$ cat src/hdl/tlpi_pkg.sv
// shared widths, codes and types for the timed linear path interpolator
// no dependencies; every other file of the block imports this package
package tlpi_pkg;

   localparam int TIME_BITS_DEF = 32;

   localparam int CMD_W      = 3;
   localparam int NOW_W      = 32;
   localparam int COORD_W    = 16;
   localparam int STEP_W     = 16;
   localparam int DUR_W      = 32;
   localparam int EV_W       = 2;
   localparam int Q16_W      = 17;
   localparam int MODE_W     = 2;
   localparam int CSR_IDX_W  = 3;
   localparam int CSR_DATA_W = 32;

   // divider: quotient is at most one coordinate span, numerator below denominator
   localparam int NUM_W  = 32;
   localparam int QUO_W  = COORD_W;
   localparam int DIVD_W = NUM_W + QUO_W;

   localparam logic [Q16_W-1:0] Q16_ONE = Q16_W'(65536);

   // commands
   localparam logic [CMD_W-1:0] CMD_TICK    = 3'd0;
   localparam logic [CMD_W-1:0] CMD_PLAY    = 3'd1;
   localparam logic [CMD_W-1:0] CMD_STOP    = 3'd2;
   localparam logic [CMD_W-1:0] CMD_PAUSE   = 3'd3;
   localparam logic [CMD_W-1:0] CMD_RESUME  = 3'd4;
   localparam logic [CMD_W-1:0] CMD_RESTART = 3'd5;
   localparam logic [CMD_W-1:0] CMD_QUERY   = 3'd6;

   // play modes
   localparam logic [MODE_W-1:0] MODE_STOPPED = 2'd0;
   localparam logic [MODE_W-1:0] MODE_PLAYING = 2'd1;
   localparam logic [MODE_W-1:0] MODE_PAUSED  = 2'd2;

   // events
   localparam logic [EV_W-1:0] EV_NONE = 2'd0;
   localparam logic [EV_W-1:0] EV_STEP = 2'd1;
   localparam logic [EV_W-1:0] EV_END  = 2'd2;
   localparam logic [EV_W-1:0] EV_STOP = 2'd3;

   // register indexes
   localparam logic [CSR_IDX_W-1:0] REG_START_X     = 3'd0;
   localparam logic [CSR_IDX_W-1:0] REG_START_Y     = 3'd1;
   localparam logic [CSR_IDX_W-1:0] REG_END_X       = 3'd2;
   localparam logic [CSR_IDX_W-1:0] REG_END_Y       = 3'd3;
   localparam logic [CSR_IDX_W-1:0] REG_TOTAL_STEPS = 3'd4;
   localparam logic [CSR_IDX_W-1:0] REG_STEP_PERIOD = 3'd5;
   localparam logic [CSR_IDX_W-1:0] REG_DURATION    = 3'd6;
   localparam logic [CSR_IDX_W-1:0] REG_TIME_MODE   = 3'd7;

   typedef struct packed {
      logic [COORD_W-1:0] start_x;
      logic [COORD_W-1:0] start_y;
      logic [COORD_W-1:0] end_x;
      logic [COORD_W-1:0] end_y;
      logic [STEP_W-1:0]  total_steps;
      logic [STEP_W-1:0]  step_period_ms;
      logic [DUR_W-1:0]   duration_ms;
      logic               use_time_mode;
   } cfg_type;

   typedef struct packed {
      logic              start;
      logic [DIVD_W-1:0] dividend;
      logic [NUM_W-1:0]  divisor;
   } div_req_type;

   typedef struct packed {
      logic             done;
      logic [QUO_W-1:0] quotient;
      logic             rem_nz;
   } div_rsp_type;

endpackage

$ cat src/hdl/tlpi_if.sv
// request and response channel interfaces of the path interpolator
// depends on tlpi_pkg for field widths
interface tlpi_req_if import tlpi_pkg::*; ();
   logic             valid;
   logic             ready;
   logic [CMD_W-1:0] command;
   logic [NOW_W-1:0] now_ms;

   modport source (output valid, command, now_ms, input ready);
   modport sink (input valid, command, now_ms, output ready);
endinterface

interface tlpi_rsp_if import tlpi_pkg::*; ();
   logic                      valid;
   logic                      ready;
   logic signed [COORD_W-1:0] pos_x;
   logic signed [COORD_W-1:0] pos_y;
   logic [EV_W-1:0]           event_code;
   logic                      is_playing;
   logic                      is_paused;
   logic [Q16_W-1:0]          progress_q16;

   modport source (output valid, pos_x, pos_y, event_code, is_playing, is_paused,
                   progress_q16, input ready);
   modport sink (input valid, pos_x, pos_y, event_code, is_playing, is_paused,
                 progress_q16, output ready);
endinterface

$ cat src/hdl/timed_linear_path_interpolator_top.sv
// top level of the timed linear path interpolator: registers, core, divider
// depends on tlpi_pkg, tlpi_if, tlpi_div and tlpi_core
//
//   port      dir    role
//   req_ch    sink   command and now_ms per item, valid/ready
//   rsp_ch    source position, event, play flags and q16 progress per item
//   csr_*     in     register writes, index 0..7, no read-back
//
// every item gives exactly one result item; a new item is taken only when
// the sequencer is idle, but a finished result may still wait in the output
// register while the next item is taken
// a due tick that steps runs three passes of the shared divider
// (x, y and progress), each of the first two after a multiply step;
// other items that leave the path playing need one divider pass, for progress,
// unless progress is complete; anything else, a tick that ends the path included, needs none
// reset is synchronous and active high and clears registers and path state
module timed_linear_path_interpolator_top import tlpi_pkg::*; #(
   parameter int TIME_BITS = TIME_BITS_DEF
) (
   input  logic                  clock,
   input  logic                  reset,
   input  logic                  csr_wr_en,
   input  logic [CSR_IDX_W-1:0]  csr_index,
   input  logic [CSR_DATA_W-1:0] csr_wdata,
   tlpi_req_if.sink              req_ch,
   tlpi_rsp_if.source            rsp_ch
);

   cfg_type     cfg_ff, cfg_in;
   div_req_type div_req;
   div_rsp_type div_rsp;

   // register write decode, each register keeps its own width
   always_comb begin
      cfg_in = cfg_ff;
      if (csr_wr_en) begin
         unique case (csr_index)
            REG_START_X:     cfg_in.start_x        = csr_wdata[COORD_W-1:0];
            REG_START_Y:     cfg_in.start_y        = csr_wdata[COORD_W-1:0];
            REG_END_X:       cfg_in.end_x          = csr_wdata[COORD_W-1:0];
            REG_END_Y:       cfg_in.end_y          = csr_wdata[COORD_W-1:0];
            REG_TOTAL_STEPS: cfg_in.total_steps    = csr_wdata[STEP_W-1:0];
            REG_STEP_PERIOD: cfg_in.step_period_ms = csr_wdata[STEP_W-1:0];
            REG_DURATION:    cfg_in.duration_ms    = csr_wdata[DUR_W-1:0];
            REG_TIME_MODE:   cfg_in.use_time_mode  = csr_wdata[0];
            default: begin
            end
         endcase
      end
   end

   always_ff @(posedge clock) begin
      if (reset) begin
         cfg_ff <= '0;
      end else begin
         cfg_ff <= cfg_in;
      end
   end

   // play state, step scheduling and the multiply/divide sequence
   tlpi_core #(
      .TIME_BITS (TIME_BITS)
   ) u_core (
      .clock   (clock),
      .reset   (reset),
      .cfg     (cfg_ff),
      .req     (req_ch),
      .rsp     (rsp_ch),
      .div_req (div_req),
      .div_rsp (div_rsp)
   );

   // one divider shared by both axes and the progress fraction
   tlpi_div u_div (
      .clock   (clock),
      .reset   (reset),
      .div_req (div_req),
      .div_rsp (div_rsp)
   );

endmodule

$ cat src/hdl/tlpi_div.sv
// shared restoring divider, one quotient bit per cycle
// depends on tlpi_pkg; the upper dividend part must be below the divisor
module tlpi_div import tlpi_pkg::*; (
   input  logic        clock,
   input  logic        reset,
   input  div_req_type div_req,
   output div_rsp_type div_rsp
);

   localparam int CNT_W = $clog2(QUO_W);
   localparam logic [CNT_W-1:0] CNT_LAST = CNT_W'(QUO_W - 1);

   logic             busy_ff, busy_in;
   logic             done_ff, done_in;
   logic [CNT_W-1:0] cnt_ff, cnt_in;
   logic [NUM_W-1:0] rem_ff, rem_in;
   logic [QUO_W-1:0] quo_ff, quo_in;
   logic [NUM_W-1:0] den_ff, den_in;

   logic [NUM_W:0] trial;
   logic [NUM_W:0] diff;
   logic           ge;

   always_comb begin
      trial = {rem_ff, quo_ff[QUO_W-1]};
      diff  = trial - {1'b0, den_ff};
      ge    = trial >= {1'b0, den_ff};

      busy_in = busy_ff;
      done_in = 1'b0;
      cnt_in  = cnt_ff;
      rem_in  = rem_ff;
      quo_in  = quo_ff;
      den_in  = den_ff;

      if (div_req.start) begin
         busy_in = 1'b1;
         cnt_in  = '0;
         rem_in  = div_req.dividend[DIVD_W-1:QUO_W];
         quo_in  = div_req.dividend[QUO_W-1:0];
         den_in  = div_req.divisor;
      end else if (busy_ff) begin
         rem_in = ge ? diff[NUM_W-1:0] : trial[NUM_W-1:0];
         quo_in = {quo_ff[QUO_W-2:0], ge};
         cnt_in = cnt_ff + 1'b1;
         if (cnt_ff == CNT_LAST) begin
            busy_in = 1'b0;
            done_in = 1'b1;
         end
      end
   end

   always_ff @(posedge clock) begin
      if (reset) begin
         busy_ff <= 1'b0;
         done_ff <= 1'b0;
         cnt_ff  <= '0;
      end else begin
         busy_ff <= busy_in;
         done_ff <= done_in;
         cnt_ff  <= cnt_in;
      end
      rem_ff <= rem_in;
      quo_ff <= quo_in;
      den_ff <= den_in;
   end

   assign div_rsp.done     = done_ff;
   assign div_rsp.quotient = quo_ff;
   assign div_rsp.rem_nz   = rem_ff != '0;

endmodule

$ cat src/hdl/tlpi_core.sv
// play state machine, path state and step sequencer of the interpolator
// depends on tlpi_pkg and tlpi_if; reaches the shared divider tlpi_div through its ports
module tlpi_core import tlpi_pkg::*; #(
   parameter int TIME_BITS = TIME_BITS_DEF
) (
   input  logic           clock,
   input  logic           reset,
   input  cfg_type        cfg,
   tlpi_req_if.sink       req,
   tlpi_rsp_if.source     rsp,
   output div_req_type    div_req,
   input  div_rsp_type    div_rsp
);

   localparam int CW = (TIME_BITS > DUR_W) ? TIME_BITS : DUR_W;

   localparam logic [2:0] S_IDLE  = 3'd0;
   localparam logic [2:0] S_CMD   = 3'd1;
   localparam logic [2:0] S_PROG  = 3'd2;
   localparam logic [2:0] S_MUL   = 3'd3;
   localparam logic [2:0] S_DIVGO = 3'd4;
   localparam logic [2:0] S_DIVW  = 3'd5;
   localparam logic [2:0] S_DONE  = 3'd6;

   localparam logic [1:0] PH_X = 2'd0;
   localparam logic [1:0] PH_Y = 2'd1;
   localparam logic [1:0] PH_P = 2'd2;

   logic [2:0]           state_ff, state_in;
   logic [1:0]           phase_ff, phase_in;
   logic [CMD_W-1:0]     cmd_ff, cmd_in;
   logic [TIME_BITS-1:0] now_ff, now_in;
   logic [MODE_W-1:0]    mode_ff, mode_in;
   logic [COORD_W-1:0]   cur_x_ff, cur_x_in;
   logic [COORD_W-1:0]   cur_y_ff, cur_y_in;
   logic [STEP_W-1:0]    step_ff, step_in;
   logic [TIME_BITS-1:0] began_ff, began_in;
   logic [TIME_BITS-1:0] paused_ff, paused_in;
   logic [TIME_BITS-1:0] next_ff, next_in;
   logic                 tick_ff, tick_in;
   logic [EV_W-1:0]      ev_ff, ev_in;
   logic [NUM_W-1:0]     num_ff, num_in;
   logic [NUM_W-1:0]     den_ff, den_in;
   logic [DIVD_W-1:0]    prod_ff, prod_in;
   logic [Q16_W-1:0]     pq_ff, pq_in;

   logic                 rsp_valid_ff, rsp_valid_in;
   logic [COORD_W-1:0]   out_x_ff, out_x_in;
   logic [COORD_W-1:0]   out_y_ff, out_y_in;
   logic [EV_W-1:0]      out_ev_ff, out_ev_in;
   logic                 out_play_ff, out_play_in;
   logic                 out_pause_ff, out_pause_in;
   logic [Q16_W-1:0]     out_pq_ff, out_pq_in;

   // schedule: next step one period on, but never in the past
   logic [TIME_BITS-1:0] sched_sum;
   logic [TIME_BITS-1:0] sched_val;

   // progress as num over den, ok false when progress is one
   logic [TIME_BITS-1:0] elapsed;
   logic                 time_ok;
   logic                 step_ok;
   logic                 prog_ok;
   logic [NUM_W-1:0]     prog_num;
   logic [NUM_W-1:0]     prog_den;

   // lerp of the current axis
   logic [COORD_W-1:0]   ax_s;
   logic [COORD_W-1:0]   ax_e;
   logic [COORD_W:0]     ax_d;
   logic [COORD_W:0]     ax_abs;
   logic                 ax_neg;
   logic [COORD_W+1:0]   ax_s_ext;
   logic [COORD_W+1:0]   ax_q_ext;
   logic [COORD_W+1:0]   ax_base;
   logic [COORD_W+1:0]   ax_res;
   logic                 ax_base_neg;
   logic                 ax_base_pos;

   always_comb begin
      sched_sum = next_ff + TIME_BITS'(cfg.step_period_ms);
      sched_val = (sched_sum < now_ff) ? now_ff : sched_sum;

      elapsed  = now_ff - began_ff;
      time_ok  = (now_ff > began_ff) && (cfg.duration_ms != '0) &&
                 (CW'(elapsed) < CW'(cfg.duration_ms));
      step_ok  = (cfg.total_steps != '0) && (step_ff < cfg.total_steps);
      prog_ok  = cfg.use_time_mode ? time_ok : step_ok;
      prog_num = cfg.use_time_mode ? NUM_W'(elapsed) : NUM_W'(step_ff);
      prog_den = cfg.use_time_mode ? NUM_W'(cfg.duration_ms) : NUM_W'(cfg.total_steps);

      ax_s   = (phase_ff == PH_X) ? cfg.start_x : cfg.start_y;
      ax_e   = (phase_ff == PH_X) ? cfg.end_x : cfg.end_y;
      ax_d   = {ax_e[COORD_W-1], ax_e} - {ax_s[COORD_W-1], ax_s};
      ax_neg = ax_d[COORD_W];
      ax_abs = ax_neg ? (~ax_d + 1'b1) : ax_d;

      ax_s_ext    = {{2{ax_s[COORD_W-1]}}, ax_s};
      ax_q_ext    = {2'b00, div_rsp.quotient};
      ax_base     = ax_neg ? (ax_s_ext - ax_q_ext) : (ax_s_ext + ax_q_ext);
      ax_base_neg = ax_base[COORD_W+1];
      ax_base_pos = !ax_base[COORD_W+1] && (ax_base != '0);
      // truncate toward zero where the exact value has a fraction
      ax_res = ax_base;
      if (div_rsp.rem_nz) begin
         if (!ax_neg && ax_base_neg) begin
            ax_res = ax_base + 1'b1;
         end else if (ax_neg && ax_base_pos) begin
            ax_res = ax_base - 1'b1;
         end
      end
   end

   always_comb begin
      state_in  = state_ff;
      phase_in  = phase_ff;
      cmd_in    = cmd_ff;
      now_in    = now_ff;
      mode_in   = mode_ff;
      cur_x_in  = cur_x_ff;
      cur_y_in  = cur_y_ff;
      step_in   = step_ff;
      began_in  = began_ff;
      paused_in = paused_ff;
      next_in   = next_ff;
      tick_in   = tick_ff;
      ev_in     = ev_ff;
      num_in    = num_ff;
      den_in    = den_ff;
      prod_in   = prod_ff;
      pq_in     = pq_ff;

      rsp_valid_in = rsp_valid_ff && !rsp.ready;
      out_x_in     = out_x_ff;
      out_y_in     = out_y_ff;
      out_ev_in    = out_ev_ff;
      out_play_in  = out_play_ff;
      out_pause_in = out_pause_ff;
      out_pq_in    = out_pq_ff;

      div_req.start    = 1'b0;
      div_req.dividend = (phase_ff == PH_P) ? {num_ff, {QUO_W{1'b0}}} : prod_ff;
      div_req.divisor  = den_ff;

      unique case (state_ff)
         S_IDLE: begin
            if (req.valid) begin
               cmd_in   = req.command;
               now_in   = TIME_BITS'(req.now_ms);
               state_in = S_CMD;
            end
         end
         S_CMD: begin
            ev_in    = EV_NONE;
            tick_in  = 1'b0;
            state_in = S_PROG;
            unique case (cmd_ff) inside
               CMD_TICK: begin
                  if (mode_ff == MODE_PLAYING && now_ff >= next_ff) begin
                     step_in = step_ff + 1'b1;
                     tick_in = 1'b1;
                  end
               end
               CMD_PLAY: begin
                  cur_x_in = cfg.start_x;
                  cur_y_in = cfg.start_y;
                  began_in = now_ff;
                  mode_in  = MODE_PLAYING;
                  next_in  = sched_val;
                  step_in  = '0;
               end
               CMD_STOP: begin
                  if (mode_ff != MODE_STOPPED) begin
                     mode_in = MODE_STOPPED;
                     ev_in   = EV_STOP;
                  end
               end
               CMD_PAUSE: begin
                  if (mode_ff == MODE_PLAYING) begin
                     mode_in   = MODE_PAUSED;
                     paused_in = now_ff;
                  end
               end
               CMD_RESUME, CMD_RESTART: begin
                  if (mode_ff == MODE_PAUSED) begin
                     began_in = began_ff + (now_ff - paused_ff);
                     mode_in  = MODE_PLAYING;
                     next_in  = sched_val;
                  end else if (mode_ff != MODE_PLAYING && cmd_ff == CMD_RESTART) begin
                     cur_x_in = cfg.start_x;
                     cur_y_in = cfg.start_y;
                     began_in = now_ff;
                     mode_in  = MODE_PLAYING;
                     next_in  = sched_val;
                     step_in  = '0;
                  end
               end
               default: begin
               end
            endcase
         end
         S_PROG: begin
            num_in = prog_num;
            den_in = prog_den;
            pq_in  = Q16_ONE;
            if (tick_ff) begin
               if (prog_ok) begin
                  ev_in    = EV_STEP;
                  next_in  = sched_val;
                  phase_in = PH_X;
                  state_in = S_MUL;
               end else begin
                  mode_in  = MODE_STOPPED;
                  next_in  = '0;
                  step_in  = '0;
                  ev_in    = EV_END;
                  state_in = S_DONE;
               end
            end else if (mode_ff == MODE_PLAYING && prog_ok) begin
               phase_in = PH_P;
               state_in = S_DIVGO;
            end else begin
               state_in = S_DONE;
            end
         end
         S_MUL: begin
            prod_in  = DIVD_W'(ax_abs[COORD_W-1:0]) * DIVD_W'(num_ff);
            state_in = S_DIVGO;
         end
         S_DIVGO: begin
            div_req.start = 1'b1;
            state_in      = S_DIVW;
         end
         S_DIVW: begin
            if (div_rsp.done) begin
               unique case (phase_ff)
                  PH_X: begin
                     cur_x_in = ax_res[COORD_W-1:0];
                     phase_in = PH_Y;
                     state_in = S_MUL;
                  end
                  PH_Y: begin
                     cur_y_in = ax_res[COORD_W-1:0];
                     phase_in = PH_P;
                     state_in = S_DIVGO;
                  end
                  default: begin
                     pq_in    = {1'b0, div_rsp.quotient};
                     state_in = S_DONE;
                  end
               endcase
            end
         end
         S_DONE: begin
            if (!rsp_valid_ff || rsp.ready) begin
               rsp_valid_in = 1'b1;
               out_x_in     = cur_x_ff;
               out_y_in     = cur_y_ff;
               out_ev_in    = ev_ff;
               out_play_in  = mode_ff != MODE_STOPPED;
               out_pause_in = mode_ff == MODE_PAUSED;
               out_pq_in    = pq_ff;
               state_in     = S_IDLE;
            end
         end
         default: begin
            state_in = S_IDLE;
         end
      endcase
   end

   always_ff @(posedge clock) begin
      if (reset) begin
         state_ff     <= S_IDLE;
         phase_ff     <= PH_X;
         mode_ff      <= MODE_STOPPED;
         cur_x_ff     <= '0;
         cur_y_ff     <= '0;
         step_ff      <= '0;
         began_ff     <= '0;
         paused_ff    <= '0;
         next_ff      <= '0;
         tick_ff      <= 1'b0;
         rsp_valid_ff <= 1'b0;
      end else begin
         state_ff     <= state_in;
         phase_ff     <= phase_in;
         mode_ff      <= mode_in;
         cur_x_ff     <= cur_x_in;
         cur_y_ff     <= cur_y_in;
         step_ff      <= step_in;
         began_ff     <= began_in;
         paused_ff    <= paused_in;
         next_ff      <= next_in;
         tick_ff      <= tick_in;
         rsp_valid_ff <= rsp_valid_in;
      end
      cmd_ff       <= cmd_in;
      now_ff       <= now_in;
      ev_ff        <= ev_in;
      num_ff       <= num_in;
      den_ff       <= den_in;
      prod_ff      <= prod_in;
      pq_ff        <= pq_in;
      out_x_ff     <= out_x_in;
      out_y_ff     <= out_y_in;
      out_ev_ff    <= out_ev_in;
      out_play_ff  <= out_play_in;
      out_pause_ff <= out_pause_in;
      out_pq_ff    <= out_pq_in;
   end

   assign req.ready        = state_ff == S_IDLE;
   assign rsp.valid        = rsp_valid_ff;
   assign rsp.pos_x        = $signed(out_x_ff);
   assign rsp.pos_y        = $signed(out_y_ff);
   assign rsp.event_code   = out_ev_ff;
   assign rsp.is_playing   = out_play_ff;
   assign rsp.is_paused    = out_pause_ff;
   assign rsp.progress_q16 = out_pq_ff;

endmodule

$ cat src/flat_wrapper.sv
// flat-port wrapper written by rule: the top's interface ports become plain ports
module timed_linear_path_interpolator_top_flat import tlpi_pkg::*;
#(
   parameter int TIME_BITS = TIME_BITS_DEF
)
  (clock, reset, csr_wr_en, csr_index, csr_wdata, req_ch_valid, req_ch_command, req_ch_now_ms, req_ch_ready, rsp_ch_valid, rsp_ch_pos_x, rsp_ch_pos_y, rsp_ch_event_code, rsp_ch_is_playing, rsp_ch_is_paused, rsp_ch_progress_q16, rsp_ch_ready);
  tlpi_req_if req_ch_i ();
  tlpi_rsp_if rsp_ch_i ();
  input  logic clock;
  input  logic reset;
  input  logic csr_wr_en;
  input  logic [CSR_IDX_W-1:0] csr_index;
  input  logic [CSR_DATA_W-1:0] csr_wdata;
  input wire logic [$bits(req_ch_i.valid)-1:0] req_ch_valid;
  input wire logic [$bits(req_ch_i.command)-1:0] req_ch_command;
  input wire logic [$bits(req_ch_i.now_ms)-1:0] req_ch_now_ms;
  output wire logic [$bits(req_ch_i.ready)-1:0] req_ch_ready;
  output wire logic [$bits(rsp_ch_i.valid)-1:0] rsp_ch_valid;
  output wire logic [$bits(rsp_ch_i.pos_x)-1:0] rsp_ch_pos_x;
  output wire logic [$bits(rsp_ch_i.pos_y)-1:0] rsp_ch_pos_y;
  output wire logic [$bits(rsp_ch_i.event_code)-1:0] rsp_ch_event_code;
  output wire logic [$bits(rsp_ch_i.is_playing)-1:0] rsp_ch_is_playing;
  output wire logic [$bits(rsp_ch_i.is_paused)-1:0] rsp_ch_is_paused;
  output wire logic [$bits(rsp_ch_i.progress_q16)-1:0] rsp_ch_progress_q16;
  input wire logic [$bits(rsp_ch_i.ready)-1:0] rsp_ch_ready;
  assign req_ch_i.valid = req_ch_valid;
  assign req_ch_i.command = req_ch_command;
  assign req_ch_i.now_ms = req_ch_now_ms;
  assign req_ch_ready = req_ch_i.ready;
  assign rsp_ch_valid = rsp_ch_i.valid;
  assign rsp_ch_pos_x = rsp_ch_i.pos_x;
  assign rsp_ch_pos_y = rsp_ch_i.pos_y;
  assign rsp_ch_event_code = rsp_ch_i.event_code;
  assign rsp_ch_is_playing = rsp_ch_i.is_playing;
  assign rsp_ch_is_paused = rsp_ch_i.is_paused;
  assign rsp_ch_progress_q16 = rsp_ch_i.progress_q16;
  assign rsp_ch_i.ready = rsp_ch_ready;
  timed_linear_path_interpolator_top #(.TIME_BITS(TIME_BITS)) u_core (.clock(clock), .reset(reset), .csr_wr_en(csr_wr_en), .csr_index(csr_index), .csr_wdata(csr_wdata), .req_ch(req_ch_i), .rsp_ch(rsp_ch_i));
endmodule
$ cat config.mk
export PLATFORM = sky130hd
export DESIGN_NAME = timed_linear_path_interpolator_top_flat
export DESIGN_NICKNAME = d
export VERILOG_FILES = /design/src/hdl/tlpi_pkg.sv /design/src/hdl/tlpi_if.sv /design/src/hdl/timed_linear_path_interpolator_top.sv /design/src/hdl/tlpi_div.sv /design/src/hdl/tlpi_core.sv /design/src/flat_wrapper.sv
export SDC_FILE = /design/constraint.sdc
export NUM_CORES = 2
export LEC_CHECK = 0
export BUFFER_PORTS_ARGS = -buffer_cell sky130_fd_sc_hd__buf_4
export CAP_MARGIN = 40
export CORE_MARGIN = 1
export CORE_UTILIZATION = 60
export CTS_BUF_LIST = sky130_fd_sc_hd__clkbuf_8
export CTS_CLUSTER_SIZE = 24
export DETAILED_ROUTE_END_ITERATION = 6
export GPL_TIMING_DRIVEN = 1
export PLACE_DENSITY = 0.88
export SETUP_SLACK_MARGIN = 0.05
export SLEW_MARGIN = 20
export SYNTH_ARGS = -nofsm -noshare
export SYNTH_HDL_FRONTEND = slang
export SYNTH_SLANG_ARGS = --single-unit
export TNS_END_PERCENT = 50
$ cat constraint.sdc
create_clock -name clock -period 14.68 [get_ports clock]
set_input_delay 1.468 -clock clock [delete_from_list [all_inputs] [get_ports clock]]
set_output_delay 1.468 -clock clock [all_outputs]
set_load 0.005 [all_outputs]
After elaboration in Yosys (flattened, before gate mapping)
Cells that the tools add are included.
{"block": "word_totals", "inputBits": 75, "mem_count": 0, "rom_bits": 0, "ff_bits": 587, "ram_bits": 0, "latchBits": 0}
{"block": "classes", "n_reduce_logical": 54, "n_addsub": 13, "magnitude_cmp": 6, "n_shift": 0, "n_mux": 84, "bitwise_logic": 2, "n_div": 0, "eq_ne": 45, "mul": 1}
{"cell": "16-bit two-way mux", "count": 23}
{"cell": "32-bit two-way mux", "count": 10}
{"cell": "32-bit case mux with 2 select lines", "count": 3}
{"cell": "16-bit case mux with 2 select lines", "count": 5}
{"cell": "32-bit subtractor", "count": 3}
{"cell": "32-bit < comparator", "count": 2}
{"cell": "32-bit nonzero test", "count": 2}
{"cell": "16-bit by 1-bit adder with 16-bit output, second input constant", "count": 3}
{"cell": "16-bit by 32-bit multiplier with 48-bit output", "count": 1}
{"cell": "48-bit two-way mux", "count": 1}
{"cell": "16-bit case mux with 3 select lines", "count": 1}
{"cell": "17-bit two-way mux", "count": 2}
{"cell": "17-bit case mux with 2 select lines", "count": 1}
{"cell": "33-bit by 32-bit greater-or-equal comparator with 1-bit output", "count": 1}
{"cell": "32-bit by 16-bit adder with 32-bit output", "count": 1}
{"cell": "32-bit adder", "count": 1}
{"cell": "32-bit greater-or-equal comparator", "count": 1}
{"cell": "32-bit greater-than comparator", "count": 1}
{"cell": "2-bit two-way mux", "count": 15}
{"cell": "3-bit inequality test, second input constant", "count": 10}
{"cell": "3-bit == test, second input constant", "count": 9}
{"cell": "2-bit AND reduction", "count": 11}
{"cell": "3-bit case mux with 7 select lines", "count": 1}
{"cell": "16-bit by 17-bit adder with 18-bit output", "count": 1}
{"cell": "37 further kinds", "count": 96}

Logic depth before layout (Yosys ltp)
{"block": "depth", "depth_word": 13, "depth_mapped": 59}

Modules after synthesis
From an unflattened synthesis, not the netlist that was laid out.
{"block": "unflattened", "cells_unflattened": 5926, "area_unflattened_um2": 54039.3}
{"mod": "tlpi_core", "seq_area_each_um2": 9639.2, "area_each_um2": 43226.5, "instances": 1, "cells_per_inst": 4920}
{"mod": "tlpi_div", "seq_area_each_um2": 2522.4, "area_each_um2": 5649.2, "instances": 1, "cells_per_inst": 541}
{"mod": "timed_linear_path_interpolator_top", "seq_area_each_um2": 2582.5, "area_each_um2": 5163.7, "instances": 1, "cells_per_inst": 465}

Worst setup path after synthesis
No wires, ideal clock.
{"block": "synth_timing", "path_kind": "register -> register", "startpoint": "register u_core.u_core.phase_ff[0]", "endpoint": "register u_core.u_core.prod_ff[44] (data pin)", "path_stages_with_launch": 56, "path_slack_ns": 2.130, "period_less_slack_ns": 12.550, "setup_time_ns": 0.258, "t_arrival_ns": 12.292, "path_buffers": 8, "required_time_ns": 14.422, "path_cell_list": "dfxtp_1 or2_1 buf_2 buf_2 buf_2 buf_1 buf_1 clkbuf_1 nand2_1 nand2_1 ha_1 nor2b_1 o221ai_1 a31oi_1 maj3_1 mux2i_1 maj3_1 a32oi_1 [20 not listed] clkbuf_1 a21o_1 a21oi_1 nor2_1 nor2_1 o21bai_1 nor3_1 o211a_1 o31ai_1 nor4_1 or4_1 a31oi_1 a221o_1 a21oi_1 o21ai_0 a21o_1 a21oi_1 xnor2_1"}
{"block": "synth_via", "elab_chain_len": 7}
{"item": "start: declaration", "line": "tlpi_core.sv:30", "text": "logic [1:0] phase_ff, phase_in;"}
{"item": "start signal: assignment", "line": "tlpi_core.sv:287", "text": "phase_ff <= phase_in;"}
{"item": "2-bit zero test *", "line": "tlpi_core.sv:92, tlpi_core.sv:93"}
{"item": "16-bit two-way mux, on equally long branches", "line": "tlpi_core.sv:93, tlpi_core.sv:92"}
{"item": "16-bit by 16-bit subtractor with 17-bit output *", "line": "tlpi_core.sv:94", "text": "ax_d = {ax_e[COORD_W-1], ax_e} - {ax_s[COORD_W-1], ax_s};"}
{"item": "16-bit NOT", "line": "tlpi_core.sv:96", "text": "ax_abs = ax_neg ? (~ax_d + 1'b1) : ax_d;"}
{"item": "16-bit by 1-bit adder with 16-bit output", "line": "tlpi_core.sv:96"}
{"item": "16-bit two-way mux *", "line": "tlpi_core.sv:96"}
{"item": "16-bit by 32-bit multiplier with 48-bit output *", "line": "tlpi_core.sv:227", "text": "prod_in = DIVD_W'(ax_abs[COORD_W-1:0]) * DIVD_W'(num_ff);"}
{"item": "end signal: assignment", "line": "tlpi_core.sv:303", "text": "prod_ff <= prod_in;"}
{"item": "end: declaration", "line": "tlpi_core.sv:44", "text": "logic [DIVD_W-1:0] prod_ff, prod_in;"}
Every way passes the cells marked *; elsewhere a longest branch is shown, timed or not.
A chain may end at the register's enable or synchronous reset.

Worst setup path in the final report
{"block": "layout_timing", "startpoint": "register u_core.u_core.phase_ff[1]", "endpoint": "register u_core.u_core.prod_ff[47] (data pin)"}
The elaborated chain is that of the path after synthesis.

==> reports/metrics.yaml <==
seq_area_frac_synth: 0.288
hold_path.class: "reg2reg"
die_h_um: 294
io_buffers: 129
status: "completed"
post-place-cells: 6906
use_met2: 0.543
cts.sinks: 587
critPathRequiredTime_ps: 15100
num_vias: 43100
cts_buffers: 95
synth_edf_count: 299
rsz0062_at_grt: "no"
syn_avg_cell_area_sq_um: 8.80
finalNonFillerCells: 7087
tightest_slew_ps: 934
cts_tree: "built"
max-slew-margin-rel: 0.377
fin_nets: 6769
r2r_end: "u_core.u_core.prod_ff[47]"
layout_worst_path_cycle_share: 0.946
gr-usage-met1: 0.441
io_pins: 130
fin_skew_ps: 41.3
drive_gt1_frac: 0.0777
rows: 106
worstPathMaxFanout: 32
slowest_stage: "o41ai_1"
slew_viol_final: 0
cts-root-buf: "clkbuf_8"
syn_inst: 5811
rr_worst_depth: 47
floorplan.initialDensity: 0.609
wire_per_inst_um: 20.7
wirelength_um: 147000
synthesis.area_sq_um: 51100
clock.fmax_ghz: 0.0720
cp_slowest_stage_delay_ps: 700
final_common_cell: "nand2_1"
synth_cell_types: 96
grt_pass1_vias: 43000
cts_max_level: 3
syn_nets: 6706
antenna_found_initial: 4
met3_usage: 0.0690
clockBufferDepth: 3
final_cell_mix: "970 x nand2_1, 880 x inv_1, 454 x fa_1, 376 x a21oi_1, 366 x ha_1"
multi_input_comb_area_sq_um: 32400
gr-total-overflow: 0
tns_ps: 0
seqCellArea_sq_um: 14700
ys_dominant_reg_cell: "edfxtp_1"
start_kind: "flop"
gp_congestion: 0.991
crit_end: "u_core.u_core.prod_ff[47]"
postCtsHoldBufs: 0
die_w_um: 294
grt_max_degree: 83
die_area_sq_um: 86400
maxCapViolations: 0
syn_to_final_growth_pct: 8.45
fillers: 6462
crit_arrival_ps: 14310
utilization: 0.660
rrSetupSlack_ps: 790
worst_path_most_repeated_cell: "fa_1"
cp-startpoint: "u_core.u_core.phase_ff[1]"
cts_resized: 0
core_area_sq_um: 84000
ant_nets: 0
dr.pass1.iters: 6
synth_warnings: 0
grt_pass1_wl_um: 231000
fin_crit_ps: 13890
finalInstanceArea_sq_um: 55400
crit_type: "reg2reg"
insertion_delay_ps: 730
clk_pin_slew_ps: 60
post-cts-setup-buffer-count: 0
cp-end-kind: "flop"
grt-busiest-layer: "met2"
dp.final_hpwl_um: 109000
yosys_register_bits: 587
r2r_start: "u_core.u_core.phase_ff[1]"
drt-initial-drc-count: 4485
ys_async_sr_fraction: 0
drt-vias-per-instance: 6.08
grtUsageTotal: 0.342
hold_violations: 0
remaining_drc_errors: 0
setup_viol_count_final: 0
placedInstanceArea_sq_um: 53500
==> critical path: cells and delay by family (launching register included) <==
family          cells  cell delay [ps]
fa+ha+maj          11             4430
compound gates     17             4360
mux                 2              760
flops               1              570
xor+xnor            3              500
buf+inv             5              600
simple gates        9             2320
==> sequential cells by signal, indices dropped and copies added (netlist names), 3 cells and up <==
name                            flops
u_core.u_core.rsp.pos_y            16
u_core.u_core.pq_ff                17
u_core.u_core.rsp.pos_x            16
u_core.u_div.quo_ff                16
u_core.u_core.now_ff               32
u_core.u_core.began_ff             32
u_core.u_core.next_ff              32
u_core.cfg_ff                     129
u_core.u_core.state_ff              3
u_core.u_core.cur_y_ff             16
u_core.u_core.cmd_ff                3
u_core.u_core.step_ff              16
u_core.u_core.num_ff               32
u_core.u_core.cur_x_ff             16
u_core.u_div.rem_ff                32
u_core.u_core.prod_ff              48
u_core.u_core.rsp.progress_q16     17
u_core.u_div.den_ff                32
u_core.u_div.cnt_ff                 4
u_core.u_core.den_ff               32
u_core.u_core.paused_ff            32
==> how the worst min path moves through the flow <==
stage / cells after the start / start / slack (ps) / to
finish: 0 / u_core.u_core.den_ff[12] / 420 / u_core.u_div.den_ff[12]
global route: 0 / u_core.u_core.den_ff[12] / 420 / u_core.u_div.den_ff[12]
CTS: 0 / u_core.u_core.den_ff[13] / 410 / u_core.u_div.den_ff[13]
detailed placement: 0 / u_core.u_core.pq_ff[1] / 400 / u_core.u_core.rsp.progress_q16[1]
global placement: 0 / u_core.u_core.den_ff[21] / 400 / u_core.u_div.den_ff[21]
floorplan: 0 / u_core.u_core.ev_ff[0] / 400 / u_core.u_core.rsp.event_code[0]
==> per-layer routing <==
layer | vias to the layer above | wire, um
met4 | 0 | 8450
met3 | 561 | 15600
met5 | - | 0
li1 | 19400 | -
met2 | 2553 | 67100
met1 | 20600 | 55600
==> synth_stat cells, drive strengths merged (80+ instances only) <==
| cell | number | area share |
|---|---|---|
| ha | 366 | 0.090 |
| nand2 | 970 | 0.071 |
| nor2 | 252 | 0.019 |
| nor2b | 91 | 0.011 |
| o21ai | 186 | 0.018 |
| inv | 847 | 0.062 |
| fa | 454 | 0.18 |
| a21oi | 378 | 0.037 |
| nand2b | 83 | 0.010 |
| xnor2 | 149 | 0.026 |
| edfxtp | 299 | 0.18 |
| nand3 | 95 | 0.0093 |
| clkbuf | 236 | 0.017 |
| dfxtp | 288 | 0.11 |
| and2 | 161 | 0.020 |
| a21o | 80 | 0.012 |
==> cells by family (layout without fill, tap and decap cells) <==
logic type	count (synthesis)	in the layout	share of synthesized area
AND/OR/NAND/NOR	1932	1932	0.175
buffers and inverters	1099	1236	0.0811
AO/OA/AOI/OAI	1073	1073	0.134
adder cells (fa/ha/maj)	827	827	0.269
flip-flops	587	587	0.288
XOR/XNOR	218	218	0.0375
multiplexers	75	75	0.0156
other	0	5	0
==> stage by stage <==
stage / hold slack (ps) / worst slack, ps
5_1_grt: 420 / 178
2_1_floorplan: 400 / 2130
6_report: 415 / 794
3_5_place_dp: 405 / 1250
4_1_cts: 413 / 1020
3_3_place_gp: 400 / 1610
==> area by class of cell <==
cell class              instances  area share
flip-flops and latches        587       0.266
inverters                     848      0.0574
well taps                    1134      0.0256
repair buffers                217      0.0336
multi-input cells            4125       0.585
clock inverters                69     0.00700
clock buffers                 102      0.0253
diodes                          5    0.000226
Power is not shown: default switching activity piles up to over one toggle a cycle in this logic, so the estimate is an artifact.
